## src/rtl/core/tpmd_pkg.sv

```systemverilog
package tpmd_pkg;

    localparam int CORDIC_STEPS = 16;
    localparam int TABLE_LEN    = 24;
    localparam int N_STEPS      = (CORDIC_STEPS > TABLE_LEN) ? TABLE_LEN : CORDIC_STEPS;
    localparam int DIV_STEPS    = 17;
    localparam int CNT_MAX      = (N_STEPS > DIV_STEPS) ? N_STEPS : DIV_STEPS;
    localparam int CNT_W        = $clog2(CNT_MAX + 1);
    localparam int ITER_W       = $clog2(TABLE_LEN);

    localparam int DUTY_BITS = 10;
    localparam int DUTY_MAX  = (1 << DUTY_BITS) - 1;
    localparam int DUTY_W    = 10;
    localparam int ANGLE_W   = 17;
    localparam int GAIN_W    = 16;
    localparam int SAMPLE_W  = 16;
    localparam int SUM_W     = 32;

    localparam int CX_W    = 34;
    localparam int CZ_W    = 26;
    localparam int MUL_A_W = 17;
    localparam int MUL_B_W = 33;
    localparam int PROD_W  = MUL_A_W + MUL_B_W;
    localparam int ACC_W   = 60;
    localparam int DUTY_CMP_W = ACC_W - 24;

    localparam int ANG_LIMIT = 46080;
    localparam int SIN_LIMIT = 65536;
    localparam int DEG90     = 90 * 65536;
    localparam int DEG180    = 180 * 65536;
    localparam int CORDIC_K  = 652032875;

    localparam logic [2:0] REG_KP       = 3'd0;
    localparam logic [2:0] REG_KI       = 3'd1;
    localparam logic [2:0] REG_KD       = 3'd2;
    localparam logic [2:0] REG_GRAVITY  = 3'd3;
    localparam logic [2:0] REG_KEEP     = 3'd4;
    localparam logic [2:0] REG_TAKE     = 3'd5;
    localparam logic [2:0] REG_DUTY_MAX = 3'd6;

    localparam logic [1:0] DIR_STOP  = 2'd0;
    localparam logic [1:0] DIR_RIGHT = 2'd1;
    localparam logic [1:0] DIR_LEFT  = 2'd2;

    localparam logic [2:0] MUL_KEEP_MEM = 3'd0;
    localparam logic [2:0] MUL_TAKE_RAW = 3'd1;
    localparam logic [2:0] MUL_KP_MAG   = 3'd2;
    localparam logic [2:0] MUL_KD_DERIV = 3'd3;
    localparam logic [2:0] MUL_KI_SUM   = 3'd4;
    localparam logic [2:0] MUL_G_SIN    = 3'd5;

    localparam logic [2:0] ACC_HOLD    = 3'd0;
    localparam logic [2:0] ACC_LOAD    = 3'd1;
    localparam logic [2:0] ACC_ADD     = 3'd2;
    localparam logic [2:0] ACC_LOAD_SH = 3'd3;
    localparam logic [2:0] ACC_ADD_SH  = 3'd4;

    typedef struct packed {
        logic              load;
        logic              cordic_step;
        logic              tilt_mode;
        logic              tilt_end;
        logic [2:0]        mul_sel;
        logic [2:0]        acc_op;
        logic              filt_end;
        logic              div_step;
        logic              div_end;
        logic              sin_end;
        logic              out_load;
        logic [ITER_W-1:0] iter;
    } t_dp_cmd;

    function automatic logic [21:0] atan_deg(input logic [ITER_W-1:0] i);
        logic [21:0] v;
        unique case (i)
            5'd0:  v = 22'd2949120;
            5'd1:  v = 22'd1740967;
            5'd2:  v = 22'd919879;
            5'd3:  v = 22'd466945;
            5'd4:  v = 22'd234379;
            5'd5:  v = 22'd117304;
            5'd6:  v = 22'd58666;
            5'd7:  v = 22'd29335;
            5'd8:  v = 22'd14668;
            5'd9:  v = 22'd7334;
            5'd10: v = 22'd3667;
            5'd11: v = 22'd1833;
            5'd12: v = 22'd917;
            5'd13: v = 22'd458;
            5'd14: v = 22'd229;
            5'd15: v = 22'd115;
            5'd16: v = 22'd57;
            5'd17: v = 22'd29;
            5'd18: v = 22'd14;
            5'd19: v = 22'd7;
            5'd20: v = 22'd4;
            5'd21: v = 22'd2;
            5'd22: v = 22'd1;
            default: v = 22'd0;
        endcase
        return v;
    endfunction

endpackage

```

## src/rtl/core/tilt_pid_motor_drive.sv

```systemverilog
// Tilt PID motor drive with gravity feedforward.
// Input channel: i_in_valid / o_in_stall with accel_x, accel_z (signed raw
// samples) and elapsed_ms. A request is taken when valid is high and stall low.
// Output channel: o_out_valid / i_out_stall with duty, direction and the
// filtered angle in Q8.8 degrees; one result per input request.
// Config channel: i_cfg_valid / o_cfg_ready with a 3 bit register index and
// 16 bit data; o_cfg_ready is always high. Write only while the block is idle.
// One request is processed at a time, set by the two passes of the shared
// CORDIC unit and the 17 step serial divider; the next request is accepted
// on the cycle after the result is registered, so the block cannot take a
// new request before it is through with the last one.
// A result waits in the output register while i_out_stall is high; the block
// then finishes the next request and holds it until the register is free.
// Reset (synchronous, active low) restores the default gains, clears the
// filter, integral and previous error state and drops any pending result.
module tilt_pid_motor_drive (
    input  logic                                 i_clk,
    input  logic                                 i_rst_n,
    input  logic                                 i_in_valid,
    output logic                                 o_in_stall,
    input  logic signed [tpmd_pkg::SAMPLE_W-1:0] i_accel_x,
    input  logic signed [tpmd_pkg::SAMPLE_W-1:0] i_accel_z,
    input  logic [tpmd_pkg::SAMPLE_W-1:0]        i_elapsed_ms,
    output logic                                 o_out_valid,
    input  logic                                 i_out_stall,
    output logic [tpmd_pkg::DUTY_W-1:0]          o_duty,
    output logic [1:0]                           o_direction,
    output logic signed [tpmd_pkg::ANGLE_W-1:0]  o_filtered_angle,
    input  logic                                 i_cfg_valid,
    output logic                                 o_cfg_ready,
    input  logic [2:0]                           i_cfg_index,
    input  logic [tpmd_pkg::GAIN_W-1:0]          i_cfg_data
);

    tpmd_pkg::t_dp_cmd cmd;

    assign o_cfg_ready = 1'b1;

    tpmd_ctrl u_ctrl (
        .i_clk       (i_clk),
        .i_rst_n     (i_rst_n),
        .i_in_valid  (i_in_valid),
        .o_in_stall  (o_in_stall),
        .o_out_valid (o_out_valid),
        .i_out_stall (i_out_stall),
        .o_cmd       (cmd)
    );

    tpmd_dp u_dp (
        .i_clk            (i_clk),
        .i_rst_n          (i_rst_n),
        .i_cmd            (cmd),
        .i_cfg_valid      (i_cfg_valid),
        .i_cfg_index      (i_cfg_index),
        .i_cfg_data       (i_cfg_data),
        .i_accel_x        (i_accel_x),
        .i_accel_z        (i_accel_z),
        .i_elapsed_ms     (i_elapsed_ms),
        .o_duty           (o_duty),
        .o_direction      (o_direction),
        .o_filtered_angle (o_filtered_angle)
    );

endmodule

```

## src/rtl/core/tpmd_ctrl.sv

```systemverilog
module tpmd_ctrl (
    input  logic                 i_clk,
    input  logic                 i_rst_n,
    input  logic                 i_in_valid,
    output logic                 o_in_stall,
    output logic                 o_out_valid,
    input  logic                 i_out_stall,
    output tpmd_pkg::t_dp_cmd    o_cmd
);

    localparam logic [4:0] S_IDLE     = 5'd0;
    localparam logic [4:0] S_TILT     = 5'd1;
    localparam logic [4:0] S_TILT_END = 5'd2;
    localparam logic [4:0] S_F_M1     = 5'd3;
    localparam logic [4:0] S_F_M2     = 5'd4;
    localparam logic [4:0] S_F_ACC    = 5'd5;
    localparam logic [4:0] S_F_END    = 5'd6;
    localparam logic [4:0] S_DIV      = 5'd7;
    localparam logic [4:0] S_DIV_END  = 5'd8;
    localparam logic [4:0] S_SIN      = 5'd9;
    localparam logic [4:0] S_SIN_END  = 5'd10;
    localparam logic [4:0] S_M_KP     = 5'd11;
    localparam logic [4:0] S_M_KD     = 5'd12;
    localparam logic [4:0] S_M_KI     = 5'd13;
    localparam logic [4:0] S_M_G      = 5'd14;
    localparam logic [4:0] S_M_LAST   = 5'd15;
    localparam logic [4:0] S_DONE     = 5'd16;

    logic [4:0]                    r_state, n_state;
    logic [tpmd_pkg::CNT_W-1:0]    r_cnt, n_cnt;
    logic                          r_out_valid, n_out_valid;
    logic                          out_free;

    assign out_free    = !r_out_valid || !i_out_stall;
    assign o_in_stall  = (r_state != S_IDLE);
    assign o_out_valid = r_out_valid;

    always_comb begin
        n_state     = r_state;
        n_cnt       = r_cnt;
        n_out_valid = r_out_valid && i_out_stall;
        o_cmd       = '0;
        o_cmd.iter  = r_cnt[tpmd_pkg::ITER_W-1:0];
        unique case (r_state)
            S_IDLE: begin
                n_cnt = '0;
                if (i_in_valid) begin
                    o_cmd.load = 1'b1;
                    n_state    = S_TILT;
                end
            end
            S_TILT: begin
                o_cmd.cordic_step = 1'b1;
                o_cmd.tilt_mode   = 1'b1;
                n_cnt             = r_cnt + 1'b1;
                if (r_cnt == tpmd_pkg::CNT_W'(tpmd_pkg::N_STEPS - 1)) begin
                    n_cnt   = '0;
                    n_state = S_TILT_END;
                end
            end
            S_TILT_END: begin
                o_cmd.tilt_end = 1'b1;
                n_state        = S_F_M1;
            end
            S_F_M1: begin
                o_cmd.mul_sel = tpmd_pkg::MUL_KEEP_MEM;
                n_state       = S_F_M2;
            end
            S_F_M2: begin
                o_cmd.mul_sel = tpmd_pkg::MUL_TAKE_RAW;
                o_cmd.acc_op  = tpmd_pkg::ACC_LOAD;
                n_state       = S_F_ACC;
            end
            S_F_ACC: begin
                o_cmd.acc_op = tpmd_pkg::ACC_ADD;
                n_state      = S_F_END;
            end
            S_F_END: begin
                o_cmd.filt_end = 1'b1;
                n_state        = S_DIV;
            end
            S_DIV: begin
                o_cmd.div_step = 1'b1;
                n_cnt          = r_cnt + 1'b1;
                if (r_cnt == tpmd_pkg::CNT_W'(tpmd_pkg::DIV_STEPS - 1)) begin
                    n_cnt   = '0;
                    n_state = S_DIV_END;
                end
            end
            S_DIV_END: begin
                o_cmd.div_end = 1'b1;
                n_state       = S_SIN;
            end
            S_SIN: begin
                o_cmd.cordic_step = 1'b1;
                n_cnt             = r_cnt + 1'b1;
                if (r_cnt == tpmd_pkg::CNT_W'(tpmd_pkg::N_STEPS - 1)) begin
                    n_cnt   = '0;
                    n_state = S_SIN_END;
                end
            end
            S_SIN_END: begin
                o_cmd.sin_end = 1'b1;
                n_state       = S_M_KP;
            end
            S_M_KP: begin
                o_cmd.mul_sel = tpmd_pkg::MUL_KP_MAG;
                n_state       = S_M_KD;
            end
            S_M_KD: begin
                o_cmd.mul_sel = tpmd_pkg::MUL_KD_DERIV;
                o_cmd.acc_op  = tpmd_pkg::ACC_LOAD_SH;
                n_state       = S_M_KI;
            end
            S_M_KI: begin
                o_cmd.mul_sel = tpmd_pkg::MUL_KI_SUM;
                o_cmd.acc_op  = tpmd_pkg::ACC_ADD_SH;
                n_state       = S_M_G;
            end
            S_M_G: begin
                o_cmd.mul_sel = tpmd_pkg::MUL_G_SIN;
                o_cmd.acc_op  = tpmd_pkg::ACC_ADD_SH;
                n_state       = S_M_LAST;
            end
            S_M_LAST: begin
                o_cmd.acc_op = tpmd_pkg::ACC_ADD;
                n_state      = S_DONE;
            end
            S_DONE: begin
                if (out_free) begin
                    o_cmd.out_load = 1'b1;
                    n_out_valid    = 1'b1;
                    n_state        = S_IDLE;
                end
            end
            default: begin
                n_state = S_IDLE;
            end
        endcase
    end

    always_ff @(posedge i_clk) begin
        if (!i_rst_n) begin
            r_state     <= S_IDLE;
            r_cnt       <= '0;
            r_out_valid <= 1'b0;
        end else begin
            r_state     <= n_state;
            r_cnt       <= n_cnt;
            r_out_valid <= n_out_valid;
        end
    end

endmodule

```

## src/rtl/core/tpmd_dp.sv

```systemverilog
module tpmd_dp (
    input  logic                                i_clk,
    input  logic                                i_rst_n,
    input  tpmd_pkg::t_dp_cmd                   i_cmd,
    input  logic                                i_cfg_valid,
    input  logic [2:0]                          i_cfg_index,
    input  logic [tpmd_pkg::GAIN_W-1:0]         i_cfg_data,
    input  logic signed [tpmd_pkg::SAMPLE_W-1:0] i_accel_x,
    input  logic signed [tpmd_pkg::SAMPLE_W-1:0] i_accel_z,
    input  logic [tpmd_pkg::SAMPLE_W-1:0]       i_elapsed_ms,
    output logic [tpmd_pkg::DUTY_W-1:0]         o_duty,
    output logic [1:0]                          o_direction,
    output logic signed [tpmd_pkg::ANGLE_W-1:0] o_filtered_angle
);

    localparam int CX_W  = tpmd_pkg::CX_W;
    localparam int CZ_W  = tpmd_pkg::CZ_W;
    localparam int ACC_W = tpmd_pkg::ACC_W;
    localparam int AW    = tpmd_pkg::ANGLE_W;

    logic [15:0] r_kp, r_ki, r_kd, r_grav, r_keep, r_take;
    logic [tpmd_pkg::DUTY_W-1:0] r_dmax;

    logic signed [CX_W-1:0]   r_cx, r_cy;
    logic signed [CZ_W-1:0]   r_cz;
    logic                     r_zero;
    logic signed [AW-1:0]     r_raw, r_mem, r_prev;
    logic signed [tpmd_pkg::SUM_W-1:0] r_esum;
    logic [AW-1:0]            r_mag;
    logic [1:0]               r_dir;
    logic [15:0]              r_ms, r_rem;
    logic [AW-1:0]            r_quo;
    logic                     r_neg;
    logic signed [AW:0]       r_deriv, r_sin;
    logic signed [tpmd_pkg::PROD_W-1:0] r_prod;
    logic signed [ACC_W-1:0]  r_acc;
    logic [tpmd_pkg::DUTY_W-1:0] r_duty;
    logic [1:0]               r_odir;
    logic signed [AW-1:0]     r_oangle;

    // CORDIC
    logic signed [CX_W-1:0]   x0, y0, sh_x, sh_y;
    logic signed [CZ_W-1:0]   ang_step, tilt_rnd, sin_z, sin_zf;
    logic                     rot_pos;
    logic signed [CX_W-1:0]   sin_rnd;
    logic signed [AW-1:0]     raw_c, f_c;
    logic signed [ACC_W-1:0]  f_rnd;
    logic signed [AW:0]       diff, sin_c;
    logic signed [tpmd_pkg::SUM_W:0] esum_w;
    logic signed [tpmd_pkg::SUM_W-1:0] esum_c;
    logic [AW-1:0]            diff_mag;
    logic [AW-1:0]            div_sh;
    logic                     div_ge;
    logic signed [tpmd_pkg::MUL_A_W-1:0] mul_a;
    logic signed [tpmd_pkg::MUL_B_W-1:0] mul_b;
    logic signed [ACC_W-1:0]  prod_x;
    logic [ACC_W-1:0]         acc_abs;
    logic [tpmd_pkg::DUTY_CMP_W-1:0] duty_raw, duty_lim;

    assign x0 = {{(CX_W-30){i_accel_z[15]}}, i_accel_z, 14'b0};
    assign y0 = {{(CX_W-30){i_accel_x[15]}}, i_accel_x, 14'b0};

    assign sh_x     = r_cx >>> i_cmd.iter;
    assign sh_y     = r_cy >>> i_cmd.iter;
    assign ang_step = CZ_W'(signed'({1'b0, tpmd_pkg::atan_deg(i_cmd.iter)}));
    assign rot_pos  = i_cmd.tilt_mode ? !r_cy[CX_W-1] : r_cz[CZ_W-1];

    assign tilt_rnd = (r_cz + CZ_W'(128)) >>> 8;
    always_comb begin
        if (r_zero)
            raw_c = '0;
        else if (tilt_rnd > CZ_W'(tpmd_pkg::ANG_LIMIT))
            raw_c = AW'(tpmd_pkg::ANG_LIMIT);
        else if (tilt_rnd < -CZ_W'(tpmd_pkg::ANG_LIMIT))
            raw_c = -AW'(tpmd_pkg::ANG_LIMIT);
        else
            raw_c = tilt_rnd[AW-1:0];
    end

    assign f_rnd = (r_acc + ACC_W'(32768)) >>> 16;
    always_comb begin
        if (f_rnd > ACC_W'(tpmd_pkg::ANG_LIMIT))
            f_c = AW'(tpmd_pkg::ANG_LIMIT);
        else if (f_rnd < -ACC_W'(tpmd_pkg::ANG_LIMIT))
            f_c = -AW'(tpmd_pkg::ANG_LIMIT);
        else
            f_c = f_rnd[AW-1:0];
    end

    assign diff     = (AW+1)'(f_c) - (AW+1)'(r_prev);
    assign diff_mag = diff[AW] ? AW'(-diff) : diff[AW-1:0];
    assign esum_w   = (tpmd_pkg::SUM_W+1)'(r_esum) + (tpmd_pkg::SUM_W+1)'(f_c);
    always_comb begin
        if (esum_w[tpmd_pkg::SUM_W] != esum_w[tpmd_pkg::SUM_W-1])
            esum_c = esum_w[tpmd_pkg::SUM_W] ? {1'b1, {(tpmd_pkg::SUM_W-1){1'b0}}}
                                              : {1'b0, {(tpmd_pkg::SUM_W-1){1'b1}}};
        else
            esum_c = esum_w[tpmd_pkg::SUM_W-1:0];
    end

    assign sin_z = {f_c[AW-1], f_c, 8'b0};
    always_comb begin
        if (sin_z > CZ_W'(tpmd_pkg::DEG90))
            sin_zf = CZ_W'(tpmd_pkg::DEG180) - sin_z;
        else if (sin_z < -CZ_W'(tpmd_pkg::DEG90))
            sin_zf = -CZ_W'(tpmd_pkg::DEG180) - sin_z;
        else
            sin_zf = sin_z;
    end

    assign sin_rnd = (r_cy + CX_W'(8192)) >>> 14;
    always_comb begin
        if (sin_rnd > CX_W'(tpmd_pkg::SIN_LIMIT))
            sin_c = (AW+1)'(tpmd_pkg::SIN_LIMIT);
        else if (sin_rnd < -CX_W'(tpmd_pkg::SIN_LIMIT))
            sin_c = -(AW+1)'(tpmd_pkg::SIN_LIMIT);
        else
            sin_c = sin_rnd[AW:0];
    end

    assign div_sh = {r_rem, r_quo[AW-1]};
    assign div_ge = div_sh >= {1'b0, r_ms};

    always_comb begin
        case (i_cmd.mul_sel)
            tpmd_pkg::MUL_KEEP_MEM: begin
                mul_a = {1'b0, r_keep};
                mul_b = tpmd_pkg::MUL_B_W'(r_mem);
            end
            tpmd_pkg::MUL_TAKE_RAW: begin
                mul_a = {1'b0, r_take};
                mul_b = tpmd_pkg::MUL_B_W'(r_raw);
            end
            tpmd_pkg::MUL_KP_MAG: begin
                mul_a = {1'b0, r_kp};
                mul_b = {{(tpmd_pkg::MUL_B_W-AW){1'b0}}, r_mag};
            end
            tpmd_pkg::MUL_KD_DERIV: begin
                mul_a = {1'b0, r_kd};
                mul_b = tpmd_pkg::MUL_B_W'(r_deriv);
            end
            tpmd_pkg::MUL_KI_SUM: begin
                mul_a = {1'b0, r_ki};
                mul_b = tpmd_pkg::MUL_B_W'(r_esum);
            end
            default: begin
                mul_a = {1'b0, r_grav};
                mul_b = tpmd_pkg::MUL_B_W'(r_sin);
            end
        endcase
    end

    assign prod_x   = ACC_W'(r_prod);
    assign acc_abs  = r_acc[ACC_W-1] ? ACC_W'(-r_acc) : ACC_W'(r_acc);
    assign duty_raw = acc_abs[ACC_W-1:24];
    assign duty_lim = (tpmd_pkg::DUTY_CMP_W'(r_dmax) < tpmd_pkg::DUTY_CMP_W'(tpmd_pkg::DUTY_MAX))
                    ? tpmd_pkg::DUTY_CMP_W'(r_dmax)
                    : tpmd_pkg::DUTY_CMP_W'(tpmd_pkg::DUTY_MAX);

    always_ff @(posedge i_clk) begin
        if (!i_rst_n) begin
            r_kp   <= '0;
            r_ki   <= '0;
            r_kd   <= '0;
            r_grav <= 16'd247;
            r_keep <= 16'd59415;
            r_take <= 16'd6119;
            r_dmax <= tpmd_pkg::DUTY_W'(1023);
            r_mem  <= '0;
            r_prev <= '0;
            r_esum <= '0;
        end else begin
            if (i_cfg_valid) begin
                unique case (i_cfg_index)
                    tpmd_pkg::REG_KP:       r_kp   <= i_cfg_data;
                    tpmd_pkg::REG_KI:       r_ki   <= i_cfg_data;
                    tpmd_pkg::REG_KD:       r_kd   <= i_cfg_data;
                    tpmd_pkg::REG_GRAVITY:  r_grav <= i_cfg_data;
                    tpmd_pkg::REG_KEEP:     r_keep <= i_cfg_data;
                    tpmd_pkg::REG_TAKE:     r_take <= i_cfg_data;
                    tpmd_pkg::REG_DUTY_MAX: r_dmax <= i_cfg_data[tpmd_pkg::DUTY_W-1:0];
                    default: ;
                endcase
            end
            if (i_cmd.filt_end) begin
                r_mem  <= f_c;
                r_prev <= f_c;
                r_esum <= esum_c;
            end
        end
    end

    always_ff @(posedge i_clk) begin
        r_prod <= mul_a * mul_b;

        case (i_cmd.acc_op)
            tpmd_pkg::ACC_LOAD:    r_acc <= prod_x;
            tpmd_pkg::ACC_ADD:     r_acc <= r_acc + prod_x;
            tpmd_pkg::ACC_LOAD_SH: r_acc <= prod_x <<< 8;
            tpmd_pkg::ACC_ADD_SH:  r_acc <= r_acc + (prod_x <<< 8);
            default: ;
        endcase

        if (i_cmd.load) begin
            r_zero <= (i_accel_x == '0) && (i_accel_z == '0);
            r_ms   <= i_elapsed_ms;
            if (x0[CX_W-1]) begin
                if (!y0[CX_W-1]) begin
                    r_cx <= y0;
                    r_cy <= -x0;
                    r_cz <= CZ_W'(tpmd_pkg::DEG90);
                end else begin
                    r_cx <= -y0;
                    r_cy <= x0;
                    r_cz <= -CZ_W'(tpmd_pkg::DEG90);
                end
            end else begin
                r_cx <= x0;
                r_cy <= y0;
                r_cz <= '0;
            end
        end else if (i_cmd.cordic_step) begin
            if (rot_pos) begin
                r_cx <= r_cx + sh_y;
                r_cy <= r_cy - sh_x;
                r_cz <= r_cz + ang_step;
            end else begin
                r_cx <= r_cx - sh_y;
                r_cy <= r_cy + sh_x;
                r_cz <= r_cz - ang_step;
            end
        end else if (i_cmd.filt_end) begin
            r_cx <= CX_W'(tpmd_pkg::CORDIC_K);
            r_cy <= '0;
            r_cz <= sin_zf;
        end

        if (i_cmd.tilt_end)
            r_raw <= raw_c;

        if (i_cmd.filt_end) begin
            r_mag <= f_c[AW-1] ? AW'(-f_c) : f_c;
            r_dir <= (f_c == '0) ? tpmd_pkg::DIR_STOP
                   : (f_c[AW-1] ? tpmd_pkg::DIR_LEFT : tpmd_pkg::DIR_RIGHT);
            r_quo <= diff_mag;
            r_rem <= '0;
            r_neg <= diff[AW];
        end else if (i_cmd.div_step) begin
            r_rem <= div_ge ? 16'(div_sh - {1'b0, r_ms}) : div_sh[15:0];
            r_quo <= {r_quo[AW-2:0], div_ge};
        end

        if (i_cmd.div_end) begin
            if (r_ms == '0)
                r_deriv <= '0;
            else
                r_deriv <= r_neg ? -(AW+1)'(r_quo) : (AW+1)'(r_quo);
        end

        if (i_cmd.sin_end)
            r_sin <= sin_c;

        if (i_cmd.out_load) begin
            r_duty   <= (duty_raw > duty_lim) ? duty_lim[tpmd_pkg::DUTY_W-1:0]
                                              : duty_raw[tpmd_pkg::DUTY_W-1:0];
            r_odir   <= r_dir;
            r_oangle <= r_mem;
        end
    end

    assign o_duty           = r_duty;
    assign o_direction      = r_odir;
    assign o_filtered_angle = r_oangle;

endmodule

```

## config.mk

```make
export PLATFORM = sky130hd
export DESIGN_NAME = tilt_pid_motor_drive
export DESIGN_NICKNAME = d
export VERILOG_FILES = /design/src/rtl/core/tpmd_pkg.sv /design/src/rtl/core/tilt_pid_motor_drive.sv /design/src/rtl/core/tpmd_ctrl.sv /design/src/rtl/core/tpmd_dp.sv
export SDC_FILE = /design/constraint.sdc
export NUM_CORES = 2
export LEC_CHECK = 0
export BUFFER_PORTS_ARGS = -buffer_cell sky130_fd_sc_hd__buf_2
export CAP_MARGIN = 20
export CORE_ASPECT_RATIO = 1.5
export CORE_MARGIN = 1.5
export CORE_UTILIZATION = 45
export CTS_CLUSTER_DIAMETER = 30
export DETAILED_ROUTE_END_ITERATION = 12
export GPL_TIMING_DRIVEN = 0
export MAX_ROUTING_LAYER = met4
export PLACE_DENSITY = 0.67
export REMOVE_ABC_BUFFERS = 1
export SLEW_MARGIN = 20
export SYNTH_ARGS = -nofsm -noshare
export SYNTH_HDL_FRONTEND = slang
export SYNTH_HIERARCHICAL = 1
export SYNTH_SLANG_ARGS = --single-unit
export TNS_END_PERCENT = 20
```

## constraint.sdc

```tcl
create_clock -name i_clk -period 12.6 [get_ports i_clk]
set_input_delay 1.26 -clock i_clk [delete_from_list [all_inputs] [get_ports i_clk]]
set_output_delay 1.26 -clock i_clk [all_outputs]
set_load 0.05 [all_outputs]
```

==> results by group <==
Outcome
  • Status: finished clean

Placed design
  • Placed cell area: 67,900 sq um
  • Detailed Place HPWL: 169,000 microns
  • Pre-CTS WS: -435 ps
  • Dpl cells: 9,369
  • GP Congestion: 1.01
  • Input/output buffers: 102

Clock tree
  • Clk Latency, worst-skew pair: 780 ps
  • Clock sink total: 522
  • Setup bufs post-CTS: 0
  • H-Tree Depth: 3
  • CTS tree: done
  • CTS buffer count: 117
  • Clock root cell: clkbuf_16
  • Clk buf depth: 3
  • Reg clk slew, reported paths: 60 ps

Pwr
  • Leak: 31.1 nW
  • Net Sw Power: 4.80 mW
  • Total power: 11.4 mW
  • Sequential share of power: 0.219
  • Sw frac: 0.421
  • Clock network power share: 0.284
  • Gate power share: 0.497
  • Power density over the cells: 158 nW/um^2
  • Max IR drop VDD: 215 uV
  • Internal power: 6.62 mW

GRT
  • Pin count of the biggest net entering global routing: 70
  • Global-route wire length before repair: 331,000 microns
  • Vias in the first global route: 58,700
  • Global route overflow: 0
  • Gr usage total: 0.300
  • Antenna violations before repair: 2

Worst hold path
  • Hold Path Depth: 0
  • Hold Path Class: reg2reg

Worst setup path
  • Crit path max-delay family: compound AO/OA/AOI/OAI gates
  • Worst setup EP type: flop
  • Max incr delay on CP: 790 ps
  • Critical path depth in cells: 39
  • Reg2Reg Depth: 39
  • CP max stage cell: o21ai_0
  • Critical Path Start Type: flop
  • Arr. time, crit path: 12,750 ps
  • CP Class: reg2reg
  • WP buf/inv: 10
  • Critical Path Fanout Max: 14
  • Data required time of the worst path: 13,210 ps

Synthesis
  • Synth unique cells: 112
  • Top cells by area, synth: fa_1 (16%), edfxtp_1 (14%), ha_1 (8.0%)
  • Post-synth top area share: 0.156
  • Main synth FF type: edfxtp_1
  • Post-synthesis cell count: 7,682
  • YS warnings: 6
  • Seq cells post-synth: 522
  • Post-synth EDFFs: 290
  • Synthesized cell area: 64,400 sq um
  • Mean post-synth cell area: 8.39 sq um
  • Post-synth top area cell: fa_1
  • Seq/Total Area, Yosys: 0.207
  • Synth async-reset ratio: 0

Detailed routing
  • DRT iter0 DRCs: 4,441
  • DRT antenna net count: 0
  • Drt drc: 0
  • Routed len/inst: 22.4 microns
  • Pre-Repair DR Iteration Count: 9
  • Vias: 58,200
  • Via-to-Cell Ratio: 6.06
  • Total Wirelength: 215,000 microns

Layout
  • Final std cells w/o fill: 9,598
  • Final #Nets: 8,595
  • Seq. cell area: 13,400 sq um
  • Share of cells above drive strength 1: 0.0954
  • Most common cell after layout, fill and taps aside: nand2_1
  • Area of the multi-input gates: 46,800 sq um
  • Most frequent cells in the layout: nand2_1 (909), inv_1 (817), nor2_1 (628), fa_1 (501), a21oi_1 (498)
  • Fillers: 13,300
  • Area Overhead vs Synth: 12.0%
  • Finished Cell Area: 72,200 sq um

Timing
  • Layout Skew: 91.2 ps
  • Worst-Margin Slew: 1200 ps
  • RSZ-0062 raised after global routing: true
  • Final worst-path cycle share: 0.963
  • F_max: 0.0824 GHz
  • Final worst setup slack: 461 ps
  • Final Slew Violations: 0
  • Final min period: 12,140 ps
  • Number of hold violations in the final report: 0
  • Setup Viol. Count Final: 0
  • Rel. slew slack: 0.192

Floorplanning
  • Row count: 169
  • Initial Utilization: 0.455
  • Core Area: 142,000 sq um
  • Die area: 146,000 sq um
  • Height of the die: 466 microns
  • # IOs: 104
  • DIE WIDTH: 312 microns

Flow run
  • Max-cap viol count: 0
[worst register-to-register path: cells and delay by family, from the launching register on]
kind	cells	cell delay [ps]
compound gates	15	4730
xor+xnor	1	290
fa+ha+maj	7	3300
buf+inv	10	1600
flops	1	680
simple gates	6	1370
[per-stage QoR]
step / hold WS [ps] / setup TNS [ps] / utilization
2_1_floorplan: 400 / -211550 / -
3_3_place_gp: 405 / -926190 / 0.463
3_5_place_dp: 409 / -530 / 0.479
4_1_cts: 420 / 0 / 0.509
5_1_grt: 433 / -21.5 / 0.510
6_report: 418 / 0 / 0.510
[power groups by stage]
stage,Combinational [mW],Sequential (mW),Clock [mW]
6_report,5.67,2.50,3.25
5_1_grt,6.21,2.52,3.37
4_1_cts,5.60,2.49,3.29
3_5_place_dp,5.55,2.52,0
3_3_place_gp,5.39,2.53,0
2_1_floorplan,4.26,2.34,0
[cell usage after synthesis, types with 31 or more instances]
| cell | count |
|---|---|
| mux2_2 | 77 |
| nand2b_1 | 84 |
| o21bai_1 | 43 |
| nand3_1 | 144 |
| xnor2_1 | 281 |
| ha_1 | 414 |
| o21a_1 | 80 |
| nand4_1 | 62 |
| clkbuf_1 | 306 |
| a21o_1 | 150 |
| and3_1 | 75 |
| buf_2 | 37 |
| nor3_1 | 113 |
| nand2_1 | 912 |
| or3_1 | 52 |
| nor4_1 | 49 |
| edfxtp_1 | 290 |
| o211ai_1 | 42 |
| buf_1 | 36 |
| a31oi_1 | 56 |
| a21oi_1 | 511 |
| nor2_1 | 641 |
| fa_1 | 501 |
| dfxtp_1 | 232 |
| and2_1 | 54 |
| maj3_1 | 31 |
| xor2_1 | 226 |
| mux4_2 | 79 |
| o21ai_0 | 483 |
| nor2b_1 | 91 |
| o22ai_1 | 43 |
| inv_1 | 820 |
| o31ai_1 | 43 |
| mux2i_1 | 95 |
| a211oi_1 | 49 |
[cell families after synthesis]
| group | Yosys count | share of synthesized area |
|---|---|---|
| AO/OA/AOI/OAI | 1813 | 0.177 |
| XOR/XNOR | 507 | 0.0689 |
| adder cells (fa/ha/maj) | 946 | 0.241 |
| buffers and inverters | 1222 | 0.0737 |
| flip-flops | 522 | 0.207 |
| multiplexers | 258 | 0.0587 |
| other | 1 | 0.0000582 |
| AND/OR/NAND/NOR | 2413 | 0.173 |
[flip-flops by register name, indices dropped and copies added (netlist names), 16 cells and up]
name,cells
u_dp/r_raw,17
u_dp/r_kp,16
u_dp/r_rem,16
u_dp/r_prod,50
u_dp/r_deriv,18
u_dp/r_quo,17
u_dp/r_kd,16
u_dp/r_mag,17
u_dp/r_prev,17
u_dp/r_ms,16
u_dp/r_cz,26
u_dp/r_cx,34
u_dp/r_esum,32
u_dp/r_ki,16
u_dp/r_take,16
u_dp/r_cy,34
u_dp/o_filtered_angle,17
u_dp/r_grav,16
u_dp/r_keep,16
u_dp/r_acc,60
u_dp/r_sin,18
[area by class of cell]
class / instances / area share
antenna: 4 / 0.000139
timing repair buffer: 202 / 0.0315
sequential: 522 / 0.185
inverter: 827 / 0.0431
multi-input combinational: 5938 / 0.649
tap: 1881 / 0.0326
clock buffer: 141 / 0.0442
clock inverter: 83 / 0.0146
[routing by layer]
layer  part of all wire  vias up  track usage  wire (microns)
li1                   -    26500            -               -
met1               0.36    28500        0.315           77100
met2               0.51     2361        0.526          109000
met3              0.062      784       0.0372           13300
met4              0.072        0        0.199           15500
met5                  0        -            -               0
[final timing paths]
path                               to  slack [ps]               from
setup reg to reg      u_dp/r_prod[46]         460  u_ctrl/r_state[1]
hold / removal    u_dp/o_direction[0]         420      u_dp/r_dir[0]
setup / recovery      u_dp/r_prod[46]         460  u_ctrl/r_state[1]
hold reg to reg   u_dp/o_direction[0]         420      u_dp/r_dir[0]
[timing repair]
action / in CTS / in global routing
gates resized for setup: 5 / 12
pin swaps: 0 / 0
hold buffers: 0 / 0
setup endpoints to repair: 3 / 8
Power figures use the tool's default switching activity.
